==> src/hw/rtl/spq_pkg.sv <==
package spq_pkg;

    // Default sizes
    localparam int DEF_PRIORITY_LEVELS = 8;
    localparam int DEF_QUEUE_DEPTH     = 16;
    localparam int DEF_TAG_WIDTH       = 16;
    localparam int DEF_MAX_SEND        = 32;

    // Fixed field widths
    localparam int PRIO_W = 3;
    localparam int SEND_W = 6;
    localparam int QLEN_W = 4;

    localparam logic [QLEN_W-1:0] QLEN_RESET = 4'd15;

    // Input item kind, carried in tuser
    localparam logic ACT_RECEIVE = 1'b0;
    localparam logic ACT_SEND    = 1'b1;

endpackage

==> src/hw/rtl/spq_tag_ram.sv <==
module spq_tag_ram #(
    parameter int DATA_W = 16,
    parameter int DEPTH  = 128
) (
    input  logic                       i_clk,
    input  logic                       i_wr_en,
    input  logic [$clog2(DEPTH)-1:0]   i_wr_addr,
    input  logic [DATA_W-1:0]          i_wr_data,
    input  logic                       i_rd_en,
    input  logic [$clog2(DEPTH)-1:0]   i_rd_addr,
    output logic [DATA_W-1:0]          o_rd_data
);

    logic [DATA_W-1:0] r_mem [DEPTH];
    logic [DATA_W-1:0] r_rd_data;

    // one write and one registered read per cycle
    always_ff @(posedge i_clk) begin
        if (i_wr_en) begin
            r_mem[i_wr_addr] <= i_wr_data;
        end
        if (i_rd_en) begin
            r_rd_data <= r_mem[i_rd_addr];
        end
    end

    assign o_rd_data = r_rd_data;

endmodule

==> src/hw/rtl/strict_priority_packet_queue.sv <==
// Channel    | Dir | Handshake                       | Payload
// s_axis     | in  | i_s_axis_tvalid/o_s_axis_tready | tdata: priority_req, packet_tag,
//            |     |                                 |   send_count; tuser: action
// m_axis     | out | o_m_axis_tvalid/i_m_axis_tready | tdata: out_tag, out_priority;
//            |     |                                 |   tlast: last
// cfg        | in  | i_cfg_wr_en                     | i_cfg_wr_data: max_queue_len
//
// A compaction copies one tag per cycle through the single read and write port of the
// tag RAM, reading entry 2i and then writing it to entry i. Each packet of a send passes
// a RAM read (PICK), then an output register load (DATA); PICK waits while the output
// register is full and not taken. A send that emits nothing leaves the queue idle.
// Reset clears all queue counts and heads and sets max_queue_len to 15; the tag
// RAM is not cleared. New input is taken only between items, but the last
// result may still sit in the output register while the next item is taken.
module strict_priority_packet_queue #(
    parameter int PRIORITY_LEVELS = spq_pkg::DEF_PRIORITY_LEVELS,
    parameter int QUEUE_DEPTH     = spq_pkg::DEF_QUEUE_DEPTH,
    parameter int TAG_WIDTH       = spq_pkg::DEF_TAG_WIDTH,
    parameter int MAX_SEND        = spq_pkg::DEF_MAX_SEND
) (
    input  logic i_clk,
    input  logic i_rst_n,

    // slave stream
    input  logic i_s_axis_tvalid,
    output logic o_s_axis_tready,
    // tdata, low to high: priority_req, packet_tag, send_count, zero fill
    input  logic [((spq_pkg::PRIO_W+TAG_WIDTH+spq_pkg::SEND_W+7)/8)*8-1:0] i_s_axis_tdata,
    // tuser: action
    input  logic i_s_axis_tuser,

    // master stream
    output logic o_m_axis_tvalid,
    input  logic i_m_axis_tready,
    // tdata, low to high: out_tag, out_priority, zero fill
    output logic [((TAG_WIDTH+spq_pkg::PRIO_W+7)/8)*8-1:0] o_m_axis_tdata,
    output logic o_m_axis_tlast,

    // configuration
    input  logic                        i_cfg_wr_en,
    input  logic [spq_pkg::QLEN_W-1:0]  i_cfg_wr_data
);

    import spq_pkg::*;

    localparam int LVL_W      = (PRIORITY_LEVELS > 1) ? $clog2(PRIORITY_LEVELS) : 1;
    localparam int SLOT_W     = $clog2(QUEUE_DEPTH);
    localparam int CNT_W      = $clog2(QUEUE_DEPTH + 1);
    localparam int RAM_DEPTH  = PRIORITY_LEVELS * QUEUE_DEPTH;
    localparam int ADDR_W     = $clog2(RAM_DEPTH);
    localparam int REM_W      = $clog2(MAX_SEND + 1);
    localparam int OUT_DATA_W = ((TAG_WIDTH + PRIO_W + 7) / 8) * 8;

    typedef enum logic [3:0] {
        ST_IDLE  = 4'b0001,
        ST_CMPCT = 4'b0010,
        ST_PICK  = 4'b0100,
        ST_DATA  = 4'b1000
    } t_state;

    // (base + off) mod QUEUE_DEPTH, with base + off < 2 * QUEUE_DEPTH
    function automatic logic [SLOT_W-1:0] slot_add(input logic [SLOT_W-1:0] base,
                                                   input logic [SLOT_W:0]   off);
        logic [SLOT_W+1:0] sum;
        sum = {2'b00, base} + {1'b0, off};
        if (sum >= (SLOT_W+2)'(QUEUE_DEPTH)) begin
            sum = sum - (SLOT_W+2)'(QUEUE_DEPTH);
        end
        return sum[SLOT_W-1:0];
    endfunction

    function automatic logic [ADDR_W-1:0] ram_addr(input logic [LVL_W-1:0]  lvl,
                                                   input logic [SLOT_W-1:0] slot);
        logic [ADDR_W-1:0] base;
        base = ADDR_W'(lvl) * ADDR_W'(QUEUE_DEPTH);
        return base + ADDR_W'(slot);
    endfunction

    // ---------------- state ----------------
    t_state                r_state, n_state;
    logic [QLEN_W-1:0]     r_max_len;
    logic [CNT_W-1:0]      r_count [PRIORITY_LEVELS];
    logic [SLOT_W-1:0]     r_head  [PRIORITY_LEVELS];

    // compaction walk
    logic [LVL_W-1:0]      r_clvl;
    logic [SLOT_W-1:0]     r_chead;
    logic [CNT_W-1:0]      r_keep;
    logic [CNT_W-1:0]      r_ci;
    logic                  r_cpend;
    logic [SLOT_W-1:0]     r_cwslot;

    // send
    logic [REM_W-1:0]      r_remain;
    logic [LVL_W-1:0]      r_pick_lvl;
    logic                  r_pick_last;

    // output register
    logic                  r_out_valid;
    logic [TAG_WIDTH-1:0]  r_out_tag;
    logic [PRIO_W-1:0]     r_out_prio;
    logic                  r_out_last;

    // ---------------- input decode ----------------
    logic                  in_xfer;
    logic                  in_action;
    logic [PRIO_W-1:0]     in_prio;
    logic [TAG_WIDTH-1:0]  in_tag;
    logic [SEND_W-1:0]     in_want;
    logic [LVL_W-1:0]      in_lvl;
    logic [REM_W-1:0]      want_sat;

    assign o_s_axis_tready = (r_state == ST_IDLE);
    assign in_xfer   = i_s_axis_tvalid && o_s_axis_tready;
    assign in_action = i_s_axis_tuser;
    assign in_prio   = i_s_axis_tdata[PRIO_W-1:0];
    assign in_tag    = i_s_axis_tdata[PRIO_W +: TAG_WIDTH];
    assign in_want   = i_s_axis_tdata[PRIO_W+TAG_WIDTH +: SEND_W];
    assign in_lvl    = LVL_W'(in_prio);
    assign want_sat  = (32'(in_want) > MAX_SEND) ? REM_W'(MAX_SEND) : REM_W'(in_want);

    // ---------------- level scan ----------------
    logic [PRIORITY_LEVELS-1:0] nonempty;
    logic [PRIORITY_LEVELS-1:0] nonempty_after;
    logic [LVL_W-1:0]           top_lvl;

    always_comb begin
        top_lvl = '0;
        for (int l = 0; l < PRIORITY_LEVELS; l++) begin
            nonempty[l] = (r_count[l] != '0);
            if (nonempty[l]) begin
                top_lvl = LVL_W'(l);
            end
        end
    end

    // one shared lookup of count/head: the top level while sending, else the input level
    logic [LVL_W-1:0]  sel_lvl;
    logic [CNT_W-1:0]  cnt_sel;
    logic [SLOT_W-1:0] head_sel;

    assign sel_lvl  = (r_state == ST_PICK) ? top_lvl : in_lvl;
    assign cnt_sel  = r_count[sel_lvl];
    assign head_sel = r_head[sel_lvl];

    always_comb begin
        nonempty_after = nonempty;
        if (cnt_sel == CNT_W'(1)) begin
            nonempty_after[top_lvl] = 1'b0;
        end
    end

    // ---------------- receive ----------------
    logic             rcv_ok;
    logic [CNT_W:0]   rcv_cnt;
    logic             rcv_cmp;
    logic [CNT_W-1:0] rcv_keep;
    logic [CNT_W:0]   rcv_cnt_p1;

    assign rcv_ok     = in_xfer && (in_action == ACT_RECEIVE)
                        && (32'(in_prio) < PRIORITY_LEVELS)
                        && (32'(cnt_sel) < QUEUE_DEPTH);
    assign rcv_cnt    = {1'b0, cnt_sel} + (CNT_W+1)'(1);
    assign rcv_cnt_p1 = rcv_cnt + (CNT_W+1)'(1);
    assign rcv_keep   = CNT_W'(rcv_cnt_p1 >> 1);
    assign rcv_cmp    = 32'(rcv_cnt) > 32'(r_max_len);

    // ---------------- send ----------------
    logic out_free;
    logic pick_go;
    logic pick_last;

    assign out_free  = !r_out_valid || i_m_axis_tready;
    assign pick_go   = (r_state == ST_PICK) && out_free;
    assign pick_last = (r_remain == REM_W'(1)) || (nonempty_after == '0);

    // ---------------- compaction ----------------
    logic c_step;
    assign c_step = (r_state == ST_CMPCT) && (r_ci < r_keep);

    // ---------------- tag RAM ----------------
    logic                 ram_wr_en;
    logic [ADDR_W-1:0]    ram_wr_addr;
    logic [TAG_WIDTH-1:0] ram_wr_data;
    logic                 ram_rd_en;
    logic [ADDR_W-1:0]    ram_rd_addr;
    logic [TAG_WIDTH-1:0] ram_rd_data;

    always_comb begin
        // write: pending compaction copy, else the received tag at the tail
        ram_wr_en   = r_cpend || rcv_ok;
        ram_wr_addr = ram_addr(in_lvl, slot_add(head_sel, (SLOT_W+1)'(cnt_sel)));
        ram_wr_data = in_tag;
        if (r_cpend) begin
            ram_wr_addr = ram_addr(r_clvl, r_cwslot);
            ram_wr_data = ram_rd_data;
        end

        // read: entry 2i during compaction, else the head of the top level
        ram_rd_en   = c_step || pick_go;
        ram_rd_addr = ram_addr(top_lvl, head_sel);
        if (r_state == ST_CMPCT) begin
            ram_rd_addr = ram_addr(r_clvl,
                                   slot_add(r_chead, (SLOT_W+1)'({r_ci, 1'b0})));
        end
    end

    spq_tag_ram #(
        .DATA_W (TAG_WIDTH),
        .DEPTH  (RAM_DEPTH)
    ) u_tag_ram (
        .i_clk     (i_clk),
        .i_wr_en   (ram_wr_en),
        .i_wr_addr (ram_wr_addr),
        .i_wr_data (ram_wr_data),
        .i_rd_en   (ram_rd_en),
        .i_rd_addr (ram_rd_addr),
        .o_rd_data (ram_rd_data)
    );

    // ---------------- sequencer ----------------
    always_comb begin
        n_state = r_state;
        unique case (r_state)
            ST_IDLE: begin
                if (rcv_ok && rcv_cmp) begin
                    n_state = ST_CMPCT;
                end else if (in_xfer && (in_action == ACT_SEND)
                             && (want_sat != '0) && (nonempty != '0)) begin
                    n_state = ST_PICK;
                end
            end
            ST_CMPCT: begin
                // leave once every copy is issued and the last write-back is done
                if (!c_step && !r_cpend) begin
                    n_state = ST_IDLE;
                end
            end
            ST_PICK: begin
                if (pick_go) begin
                    n_state = ST_DATA;
                end
            end
            ST_DATA: begin
                n_state = r_pick_last ? ST_IDLE : ST_PICK;
            end
            default: begin
                n_state = ST_IDLE;
            end
        endcase
    end

    always_ff @(posedge i_clk) begin
        if (!i_rst_n) begin
            r_state     <= ST_IDLE;
            r_max_len   <= QLEN_RESET;
            r_cpend     <= 1'b0;
            r_out_valid <= 1'b0;
            for (int l = 0; l < PRIORITY_LEVELS; l++) begin
                r_count[l] <= '0;
                r_head[l]  <= '0;
            end
        end else begin
            r_state <= n_state;

            if (i_cfg_wr_en) begin
                r_max_len <= i_cfg_wr_data;
            end

            // receive: grow the queue, or start the walk with its new length set
            if (rcv_ok) begin
                r_count[in_lvl] <= rcv_cmp ? rcv_keep : CNT_W'(rcv_cnt);
                r_clvl          <= in_lvl;
                r_chead         <= head_sel;
                r_keep          <= rcv_keep;
                r_ci            <= CNT_W'(1);
            end

            if (in_xfer && (in_action == ACT_SEND)) begin
                r_remain <= want_sat;
            end

            // compaction: read entry 2i now, write it to entry i next cycle
            r_cpend <= c_step;
            if (c_step) begin
                r_cwslot <= slot_add(r_chead, (SLOT_W+1)'(r_ci));
                r_ci     <= r_ci + CNT_W'(1);
            end

            // pop the head of the top level
            if (pick_go) begin
                r_head[top_lvl]  <= slot_add(head_sel, (SLOT_W+1)'(1));
                r_count[top_lvl] <= cnt_sel - CNT_W'(1);
                r_remain         <= r_remain - REM_W'(1);
                r_pick_lvl       <= top_lvl;
                r_pick_last      <= pick_last;
            end

            // output register; PICK only proceeds when it is free by now
            if (r_state == ST_DATA) begin
                r_out_valid <= 1'b1;
            end else if (i_m_axis_tready) begin
                r_out_valid <= 1'b0;
            end
        end
    end

    always_ff @(posedge i_clk) begin
        if (r_state == ST_DATA) begin
            r_out_tag  <= ram_rd_data;
            r_out_prio <= PRIO_W'(r_pick_lvl);
            r_out_last <= r_pick_last;
        end
    end

    assign o_m_axis_tvalid = r_out_valid;
    assign o_m_axis_tdata  = OUT_DATA_W'({r_out_prio, r_out_tag});
    assign o_m_axis_tlast  = r_out_last;

endmodule

==> config.mk <==
export PLATFORM = sky130hd
export DESIGN_NAME = strict_priority_packet_queue
export DESIGN_NICKNAME = d
export VERILOG_FILES = /design/src/hw/rtl/spq_pkg.sv /design/src/hw/rtl/spq_tag_ram.sv /design/src/hw/rtl/strict_priority_packet_queue.sv
export SDC_FILE = /design/constraint.sdc
export NUM_CORES = 2
export LEC_CHECK = 0
export BUFFER_PORTS_ARGS = -buffer_cell sky130_fd_sc_hd__buf_2
export CORE_UTILIZATION = 55
export DETAILED_ROUTE_END_ITERATION = 8
export PLACE_DENSITY = 0.7
export SETUP_SLACK_MARGIN = 0.05
export SLEW_MARGIN = 0
export SYNTH_ARGS = -nofsm -noshare
export SYNTH_HDL_FRONTEND = slang
export SYNTH_HIERARCHICAL = 1
export SYNTH_SLANG_ARGS = --single-unit
==> constraint.sdc <==
create_clock -name i_clk -period 8.9 [get_ports i_clk]
set_clock_uncertainty 0.15 [all_clocks]
set_input_delay 0.89 -clock i_clk [delete_from_list [all_inputs] [get_ports i_clk]]
set_output_delay 0.89 -clock i_clk [all_outputs]
set_load 0.01 [all_outputs]
# After elaboration in Yosys (flattened, before gate mapping)
# Memory sizes are Yosys's and may differ from the RTL's. A register that Yosys moved wholly into a read port is not among the register bits.
# Index checks and enable logic that the tools add are counted.
# totals
ff_bits,61
latch_bits,0
ramBits,2120
mem_bits_ro,0
inputBits,42
out_inout_bits,27
elab_cells,151
mem_count,3
# memory_table
memory,depth,word_bits,read_ports,rd_ports_with_merged_regs,wr,line,text
u_tag_ram.r_mem,128,16,1,1,1,spq_tag_ram.sv:14,logic [DATA_W-1:0] r_mem [DEPTH];
r_count,8,5,9,0,8,strict_priority_packet_queue.sv:82,logic [CNT_W-1:0] r_count [PRIORITY_LEVELS];
r_head,8,4,1,0,8,strict_priority_packet_queue.sv:83,logic [SLOT_W-1:0] r_head [PRIORITY_LEVELS];
# classes
add_sub_neg,17
mul,0
div,0
order_cmp,10
eq_ne,9
shifts,0
mux,53
n_bitwise,3
n_reduce_logical,41
# op_table
operator,n
2-to-1 mux 4 bit,12
nonzero test 5 bit,8
adder 7 x 4 -> 7 bit,4
2-to-1 mux 3 bit,9
2-to-1 mux 5 bit,5
adder 4 x 5 -> 6 bit,3
">= comparator 6 x 5 -> 1 bit, second input constant",3
2-to-1 mux 6 bit,3
2-to-1 mux 1 bit,16
2-to-1 mux 16 bit,1
one-hot mux 4 bit (4 select lines),1
"subtractor 4 x 1 -> 4 bit, second input constant",4
2-to-1 mux 7 bit,2
logical AND 1 bit,11
AND reduction 2 bit,5
OR reduction 5 bit,2
AND 8 bit,1
logical NOT 8 bit,1
2-to-1 mux 8 bit,1
inverter 8 bit,1
nonzero test 8 bit,1
"adder 5 x 1 -> 6 bit, second input constant",1
"adder 6 x 1 -> 6 bit, second input constant",1
"equality test 6 x 1 -> 1 bit, second input constant",1
other kinds (28),36

# Longest topological paths before layout
# An unclocked memory read counts as a cell.
# logic_depth
word_depth,19
ltp_mapped,25
depth_no_buf,22

# Hierarchy
# Netlist, hierarchy kept.
# by_module_without_submodules
mod,instances,cells_per_inst,area_each_um2,seq_area_each_um2
spq_tag_ram,1,3086,78683.0,61979.4
strict_priority_packet_queue,1,754,7742.4,3893.7

# Least setup slack after synthesis
# Ideal clock, no wire load.
# synth_timing
path_type,flip-flop to flip-flop
from,memory r_count[4][2] (netlist name)
to,"memory u_tag_ram.r_mem[78][0], enable pin"
setup_ns,0.409
t_arrival_ns,6.189
required_ns,8.341
path_slack_ns,2.152
path_stages_with_launch,21
path_buffers,2
synth_period_minus_slack_ns,6.748
path_cell_list,edfxtp_1 > or4_1 > or2_2 > a21o_1 > o21ai_1 > clkbuf_1 > nand2_1 > clkbuf_1 > a211oi_1 > a211oi_1 > a31oi_1 > inv_1 > ha_1 > a21o_1 > a21oi_1 > xor2_1 > xnor2_1 > o21ai_0 > nor2b_1 > nand3_1 > nor3_1
# synth_rtl
element,line
"start, declared",strict_priority_packet_queue.sv:82
"end, declared",spq_tag_ram.sv:14

==> run metrics <==
Worst-Margin Slew 1.36 ns; IO Count 69; dpl hpwl 118,000 um; max-cap viol count 0; routability cong. 0.921; Leak Pwr 0.0305 uW; Post-synth top flop edfxtp_1; WHS Path Cells 3; crit path max fanout 12; CTS resizes 0; Crit Reg-Reg Startpoint r_count[4][1]; 1st-iter DRT viols 4,978; Power, Total 24,500 uW; nets@finish 4,203; sequential standard cell area 65,900 um^2; worst hold path type input port to register; number of I/O port buffers 56; share of post-route cells with drive strength above 1 0.309; # H-tree levels 4; Die ar. 159,000 um^2; Worst slew margin 0.0883; register area share after synthesis 0.762; global-route wire length before repair 292,000 um; asr flop ratio synth 0; critical path type register to register; Max Freq 134 MHz; Placement Setup Slack 1.52 ns; Area growth syn-to-layout 12.6%; Core Region 156,000 um^2; Worst-Skew Late Latency 0.83 ns; via count 41,600; commonest non-fill, non-tap cell in the layout edfxtp_1; routed wire length 202,000 um; Synth cell types 81; Worst Hold Endpoint r_max_len[3]; multi-input logic area 19,800 um^2; min-delay src i_cfg_wr_data[3]; Syn Inst Count 3,840; reg2reg setup slack 1.46 ns; cell mode on critical path a21oi_1; clock sinks 2,197; Routed Antenna Nets 0; most frequent cells in the layout edfxtp_1, mux4_2, nor2_1, clkbuf_16, buf_4; Final setup viols 0; Via density 6.53; clock transition at the registers of the reported paths 0.06 ns; CTS Hold Bufs 0; CP required 9.27 ns; fillers 10,400; DRC viols 0; status finished, final reports clean; pin count of the biggest net entering global routing 97; CTS Buffer Depth 3; DR WL/cell 31.8 um; Pre-Repair DR Iteration Count 8; final hold violations 0; YS warnings 6; fin crit share 0.836; Synth Area per Inst 22.5 um^2; Crit. End Element register; Die Height 398 um; row count 145; TritonCTS Buffers 211; R2R depth 21; EDFF count, synth 2,187; CP Cell Sequence or4_1 > or2_2 > a21oi_1 > a21oi_1 > nor2_1 > a211oi_1 > or3_1 > inv_1 > ha_1 > inv_1 > xnor2_1 > ha_1 > o21ai_0 > nand2b_1 > a21oi_1 > a41oi_1 > o211a_1 > nand4b_1 > o2111ai_1 > nor4_2 > a2111oi_1; CTS root buffer clkbuf_16; min cycle time layout 7.44 ns; Setup TNS 0 ns; setup bufs post-CTS 0; RSZ-0062 raised after global routing no; Startpoint Class register; CTS tree yes; worst reg2reg path endpoint r_count[4][3]; Synth Cell Area 86,400 um^2; Crit path largest cell delay 0.80 ns; PwrDens 251 nW/um^2; maximum VDD drop 0.000221 V; GRT overflow 0; setup ws final 1.46 ns; initial antenna violation count 6; Final Util 0.624; die width 398 um; Worst EP arrival 7.81 ns; Slowest-stage cell, CP nor2_1; vias in the first global route 41,200; Max Transition Viols Final 0; worst hold margin 0.139 ns; GRT Total Usage 0.259; Starting Density 0.554; Synth Register Bits 2,197
[cell families (layout without fill, tap and decap cells)]
logic type	Yosys count	count (layout)	synth area share
AND/OR/NAND/NOR	492	492	0.0261
AO/OA/AOI/OAI	144	144	0.0124
buffers and inverters	237	693	0.0116
adder cells (fa/ha/maj)	29	29	0.00446
other	1	6	0.0000434
multiplexers	717	717	0.181
XOR/XNOR	23	23	0.00233
flip-flops	2197	2197	0.762
[report_power, final]
group / total [uW] / internal, uW / switching (uW)
Sequential: 11500 / 11500 / 45.9
Clock: 8730 / 4990 / 3740
Combinational: 4200 / 1870 / 2330
[synth_stat cells, drive strengths merged, types with 8 or more instances]
cell,number,share of area
a211oi,18,0.0017
a21oi,31,0.0019
buf,94,0.0054
clkbuf,110,0.0048
dfxtp,10,0.0023
edfxtp,2187,0.76
ha,26,0.0038
inv,32,0.0014
mux2,36,0.0047
mux2i,9,0.0010
mux4,672,0.18
nand2,92,0.0040
nand2b,10,0.00072
nand3,46,0.0027
nand4,10,0.00072
nor2,230,0.010
nor2b,10,0.00072
nor3,39,0.0023
o21ai,27,0.0016
or4,12,0.0011
xnor2,15,0.0015
xor2,8,0.00081
[sequential cells by signal, summed over array words and instances (netlist names)]
register             flops
r_out_tag               16
r_max_len                4
r_state                  4
r_pick_last              1
o_m_axis_tlast           1
r_keep                   5
r_count                 40
o_m_axis_tvalid          1
r_ci                     5
r_out_prio               3
r_remain                 6
r_chead                  4
u_tag_ram/o_rd_data     16
r_head                  32
r_cpend                  1
r_cwslot                 4
r_pick_lvl               3
r_clvl                   3
u_tag_ram/r_mem       2048
[layer usage]
metal,global-route usage,share of wire,vias to the layer above
met5,0,0.000064,-
met4,0.0845,0.032,2
met3,0.0456,0.089,322
met2,0.403,0.48,2147
met1,0.377,0.40,22200
li1,-,-,16800
[final cells by class]
cell class | count | share of cell area
flip-flops and latches | 2197 | 0.677
multi-input cells | 1410 | 0.203
clock inverters | 121 | 0.0119
clock buffers | 260 | 0.0570
repair buffers | 279 | 0.0233
well taps | 2058 | 0.0265
inverters | 33 | 0.00127
diodes | 1 | 0.0000257
[metrics by stage]
stage	area [um^2]	instances
finish	97300	6359
global route	97300	6358
CTS	97300	6358
detailed placement	90600	5977
global placement	90600	5977
floorplan	86400	3844
[worst max-delay path: cells and delay by family, from the launching register on]
kind / cells / cell delay, ns
and+or+nand+nor: 7 / 3.22
xor gates and xnor gates: 1 / 0.42
buffers and inverters: 2 / 0.34
AOI/OAI and AO/OA: 9 / 2.00
DFF: 1 / 0.39
adders and majority gates: 2 / 0.62
[worst max path at each step]
stage | endpoint | depth (start not counted) | from
after global routing | r_count[4][3] | 21 | r_count[4][2]
final | r_count[4][3] | 21 | r_count[4][1]
after CTS | u_tag_ram/o_rd_data[10] | 16 | r_count[4][1]
after floorplan | u_tag_ram/r_mem[78][0] | 20 | r_count[4][2]
after detailed placement | u_tag_ram/o_rd_data[5] | 16 | r_count[4][1]
after global placement | u_tag_ram/o_rd_data[10] | 16 | r_count[4][1]
Power figures use the tool's default switching activity.
